## config.mk

```make
export PLATFORM = sky130hd
export DESIGN_NAME = fcgi_nv_queue
export DESIGN_NICKNAME = d
export VERILOG_FILES = /design/src/sv/fcgi_nv_pkg.sv /design/src/sv/fcgi_nv_queue.sv
export SDC_FILE = /design/constraint.sdc
export NUM_CORES = 1
export LEC_CHECK = 0
export BUFFER_PORTS_ARGS = -buffer_cell sky130_fd_sc_hd__buf_2
export CAP_MARGIN = 15
export CORE_ASPECT_RATIO = 0.8
export CORE_UTILIZATION = 35
export CTS_CLUSTER_DIAMETER = 30
export DETAILED_ROUTE_END_ITERATION = 10
export HOLD_SLACK_MARGIN = 0.06
export PLACE_DENSITY_LB_ADDON = 0.1
export SYNTH_ARGS = -nofsm -noshare
export SYNTH_HDL_FRONTEND = slang
export SYNTH_SLANG_ARGS = --single-unit
```

## constraint.sdc

```tcl
create_clock -name clk -period 1.3 [get_ports clk]
set_clock_uncertainty 0.1 [all_clocks]
set_input_delay 0.13 -clock clk [delete_from_list [all_inputs] [get_ports clk]]
set_output_delay 0.13 -clock clk [all_outputs]
set_load 0.01 [all_outputs]
```

## src/sv/fcgi_nv_pkg.sv

```systemverilog
// Shared types, codes and constants for the FastCGI name-value encoder.
package fcgi_nv_pkg;

  localparam int NAME_DEPTH_DEF  = 128;
  localparam int VALUE_DEPTH_DEF = 4096;

  localparam logic [31:0] SHORT_MAX = 32'd127;
  localparam logic [7:0]  LONG_MARK = 8'h80;
  localparam logic [7:0]  EQ_BYTE   = 8'h3D;
  localparam logic [7:0]  NUL_BYTE  = 8'h00;
  localparam logic [23:0] TOTAL_MAX = 24'hFFFFFF;

  // request kinds, decided by the front end
  localparam logic [1:0] CMD_PULL = 2'd0;
  localparam logic [1:0] CMD_ZERO = 2'd1;
  localparam logic [1:0] CMD_EQ   = 2'd2;
  localparam logic [1:0] CMD_DATA = 2'd3;

  // result status codes
  localparam logic [1:0] ST_OK      = 2'd0;
  localparam logic [1:0] ST_REFUSED = 2'd1;
  localparam logic [1:0] ST_DROPPED = 2'd2;
  localparam logic [1:0] ST_EMPTY   = 2'd3;

  typedef struct packed {
    logic [1:0] kind;
    logic [7:0] data;
  } cmd_t;

  // One byte of a length prefix: short form for 127 or less, else four
  // big-endian bytes with the top bit of the first one set.
  function automatic logic [7:0] pfx_byte(input logic [31:0] len, input logic [1:0] k);
    logic [7:0] b;
    if (len <= SHORT_MAX) begin
      b = len[7:0];
    end else begin
      case (k)
        2'd0:    b = LONG_MARK | {1'b0, len[30:24]};
        2'd1:    b = len[23:16];
        2'd2:    b = len[15:8];
        default: b = len[7:0];
      endcase
    end
    return b;
  endfunction

endpackage

```

## src/sv/fcgi_nv_queue.sv

```systemverilog
// Two-entry command queue between front end and back end.
module fcgi_nv_queue (
  input  logic              clk,
  input  logic              rst_n,
  input  logic              push,
  input  fcgi_nv_pkg::cmd_t push_cmd,
  output logic              full,
  input  logic              pop,
  output logic              avail,
  output fcgi_nv_pkg::cmd_t head_cmd
);

  fcgi_nv_pkg::cmd_t slot_r [2];
  logic       wr_ptr_r, wr_ptr_nxt;
  logic       rd_ptr_r, rd_ptr_nxt;
  logic [1:0] cnt_r, cnt_nxt;

  assign full     = (cnt_r == 2'd2);
  assign avail    = (cnt_r != 2'd0);
  assign head_cmd = slot_r[rd_ptr_r];

  always_comb begin
    wr_ptr_nxt = wr_ptr_r ^ push;
    rd_ptr_nxt = rd_ptr_r ^ pop;
    cnt_nxt    = cnt_r + {1'b0, push} - {1'b0, pop};
  end

  always_ff @(posedge clk) begin
    if (!rst_n) begin
      wr_ptr_r <= 1'b0;
      rd_ptr_r <= 1'b0;
      cnt_r    <= 2'd0;
    end else begin
      wr_ptr_r <= wr_ptr_nxt;
      rd_ptr_r <= rd_ptr_nxt;
      cnt_r    <= cnt_nxt;
    end
  end

  always_ff @(posedge clk) begin
    if (push) begin
      slot_r[wr_ptr_r] <= push_cmd;
    end
  end

endmodule

```

==> out/results.ini <==
[routing]
route.detailed.drc=0
detail_route.wl_per_cell_um=11.5
drt-initial-drc-count=1
routed_wl_um=1510
viasPerCell=4.16
vias=549
dr.pass1.iters=2
ant_nets=0

[placement]
placed_cell_area_mm2=0.00117
hpwl_um=1030
globalplace.congestion=0.710
dp_slack_ps=-14.4
dp.cells=116
io_buffers=25

[floorplanning]
rows=16
initial_utilization_pct=37.8
die-area_mm2=0.00294
die_h_um=48.7
core_mm2=0.00252
ios=26
die_w_um=60.4

[sta]
hold_viol=0
rsz0062_at_grt=yes
fmax_ghz=0.678
setup_violations=10
finalMaxSlewViolations=0
period_needed_ps=1480
worstMarginPinSlew_ps=138
relSlewSlack_pct=90.8
tns_ps=-1620
setup_ws_ps=-176
timing.final.crit_share_pct=114
worst_hold_slack_ps=74.6

[critical_path]
cp_cell_sequence=buf_6 -> mux2_4 -> buf_6
critPathKind=reg -> out
ff2ff_path_depth=6
r2r-end=cnt_r[1]$_SDFF_PN0_
critPathMaxFanout=6
end_kind=primary output
crit_required_ps=1070
cpPeakStageDelay_ps=360
r2r_setup_slack_ps=40
regToRegStartpoint=cnt_r[0]$_SDFF_PN0_
critPathLaunchType=register
cp.arrival_ps=1250
cp_slowest_cell=dfxtp_2
path_common_cell=buf_6

[cells_and_area]
regArea_um2=704
syn_to_final_growth_pct=53.1
antenna_cells=0
final_cells=132
layout.nets=115
finalInstanceArea_mm2=0.00146
mostFrequentLayoutCell=edfxtp_1
multi_input_area_um2=300
final_util_pct=57.9
layout-drive-gt1-share_pct=52.1
fillers=220
most-common-layout-cells=edfxtp_1 (20), buf_2 (15), dlygate4sd3_1 (12), buf_6 (12), mux2_4 (10)

[synth]
synth_nets=70
synthCells=52
ys_warn_count=0
netlist_area_um2=955
ys_seq_elements=25
ys_types=11
ys_seq_area_share_pct=73.4
avgSynthCellArea_um2=18.4

[global_routing]
grt_pass1_vias=554
grt_max_degree=16
overflow=0
grt_util_all_layers_pct=12.0
grt.met1_usage_pct=13.5
grt_pass1_wl_um=2440
antenna_found_initial=0
groute.layer.met3.usage_pct=5.61
busiest_layer=met2
grt_use_met2_pct=21.1

[min_path]
hp-start=pop
hp-class=in -> reg
min_to=rd_ptr_r$_SDFF_PN0_
hold_path_depth=3

[clock_network]
htreeDepth=1
cts_tree=built
clock_sinks=25
cts_root_buf=clkbuf_4
clkLatencyLatePin_ps=320
path_clk_slew_ps=140
cts_buffers=3
cts_max_path_buffers=2

[power_and_ir_drop]
total_power_mw=1.71
power.leakage_nw=0.597
ir_worst_vdd_mv=0.624
power.density_mw_per_mm2=1170

[run_status]
violations=setup timing
outcome=finished, violations left

[run]
drv_cap=0

report_power, final:
| part | switching (mW) | internal (mW) |
|---|---|---|
| Clock | 0.227 | 0.117 |
| Sequential | 0.0258 | 0.933 |
| Combinational | 0.147 | 0.256 |
flip-flops by register name (all words and copies together) (netlist names), named ones only:
name,count
slot_r,20
cnt_r,2
rd_ptr_r,1
wr_ptr_r,1
how the worst max path moves through the flow:
stage,startpoint,endpoint,slack (ps),cells past startpoint
after floorplan,cnt_r[0]$_SDFF_PN0_,cnt_r[1]$_SDFF_PN0_,60,6
after global placement,cnt_r[0]$_SDFF_PN0_,cnt_r[1]$_SDFF_PN0_,20,6
after detailed placement,cnt_r[0]$_SDFF_PN0_,cnt_r[1]$_SDFF_PN0_,-10,6
after CTS,register,head_cmd[0],-200,3
after global routing,register,head_cmd[6],-260,3
final,register,head_cmd[0],-180,3
cells by family after synthesis:
| logic type | after synthesis | synth area share (%) |
|---|---|---|
| adders and majority gates | 4 | 5.24 |
| and+or+nand+nor | 7 | 4.59 |
| muxes | 10 | 11.8 |
| buffers and inverters | 4 | 1.70 |
| DFF | 25 | 73.4 |
| xor gates and xnor gates | 2 | 3.28 |
repair_timing:
item / CTS / global route
pin swaps: 1 / 1
hold buffers: 12 / 0
cloned: 0 / 0
hold endpoints to repair: 25 / 0
endpoints found under the setup margin: 12 / 13
resized for setup: 28 / 2
buffers inserted: 0 / 0
metal layers:
layer,share of wire [%],vias up
li1,-,274
met1,41,258
met2,53,17
met3,5.8,0
met4,0,0
met5,0,-
final cells by class:
| type | instances | area share [%] |
|---|---|---|
| flip-flops and latches | 25 | 48.2 |
| well taps | 36 | 3.08 |
| multi-input cells | 23 | 20.5 |
| repair buffers | 41 | 25.3 |
| clock inverters | 1 | 0.514 |
| inverters | 3 | 0.771 |
| clock buffers | 3 | 1.54 |
synthesized netlist by cell type (all sizes together):
| master | count | area, um^2 |
|---|---|---|
| edfxtp | 20 | 601 |
| mux2 | 10 | 113 |
| dfxtp | 5 | 100 |
| ha | 4 | 50.1 |
| and2 | 3 | 18.8 |
| inv | 3 | 11.3 |
| nor2b | 3 | 18.8 |
| buf | 1 | 5.00 |
| or2 | 1 | 6.26 |
| xnor3 | 1 | 22.5 |
| xor2 | 1 | 8.76 |
worst max-delay path: cells and delay by family (launching register included):
family	cells	cell delay, ps
buffers and inverters	2	260
multiplexers	1	310
flip-flops	1	360
Power figures use the tool's default switching activity.
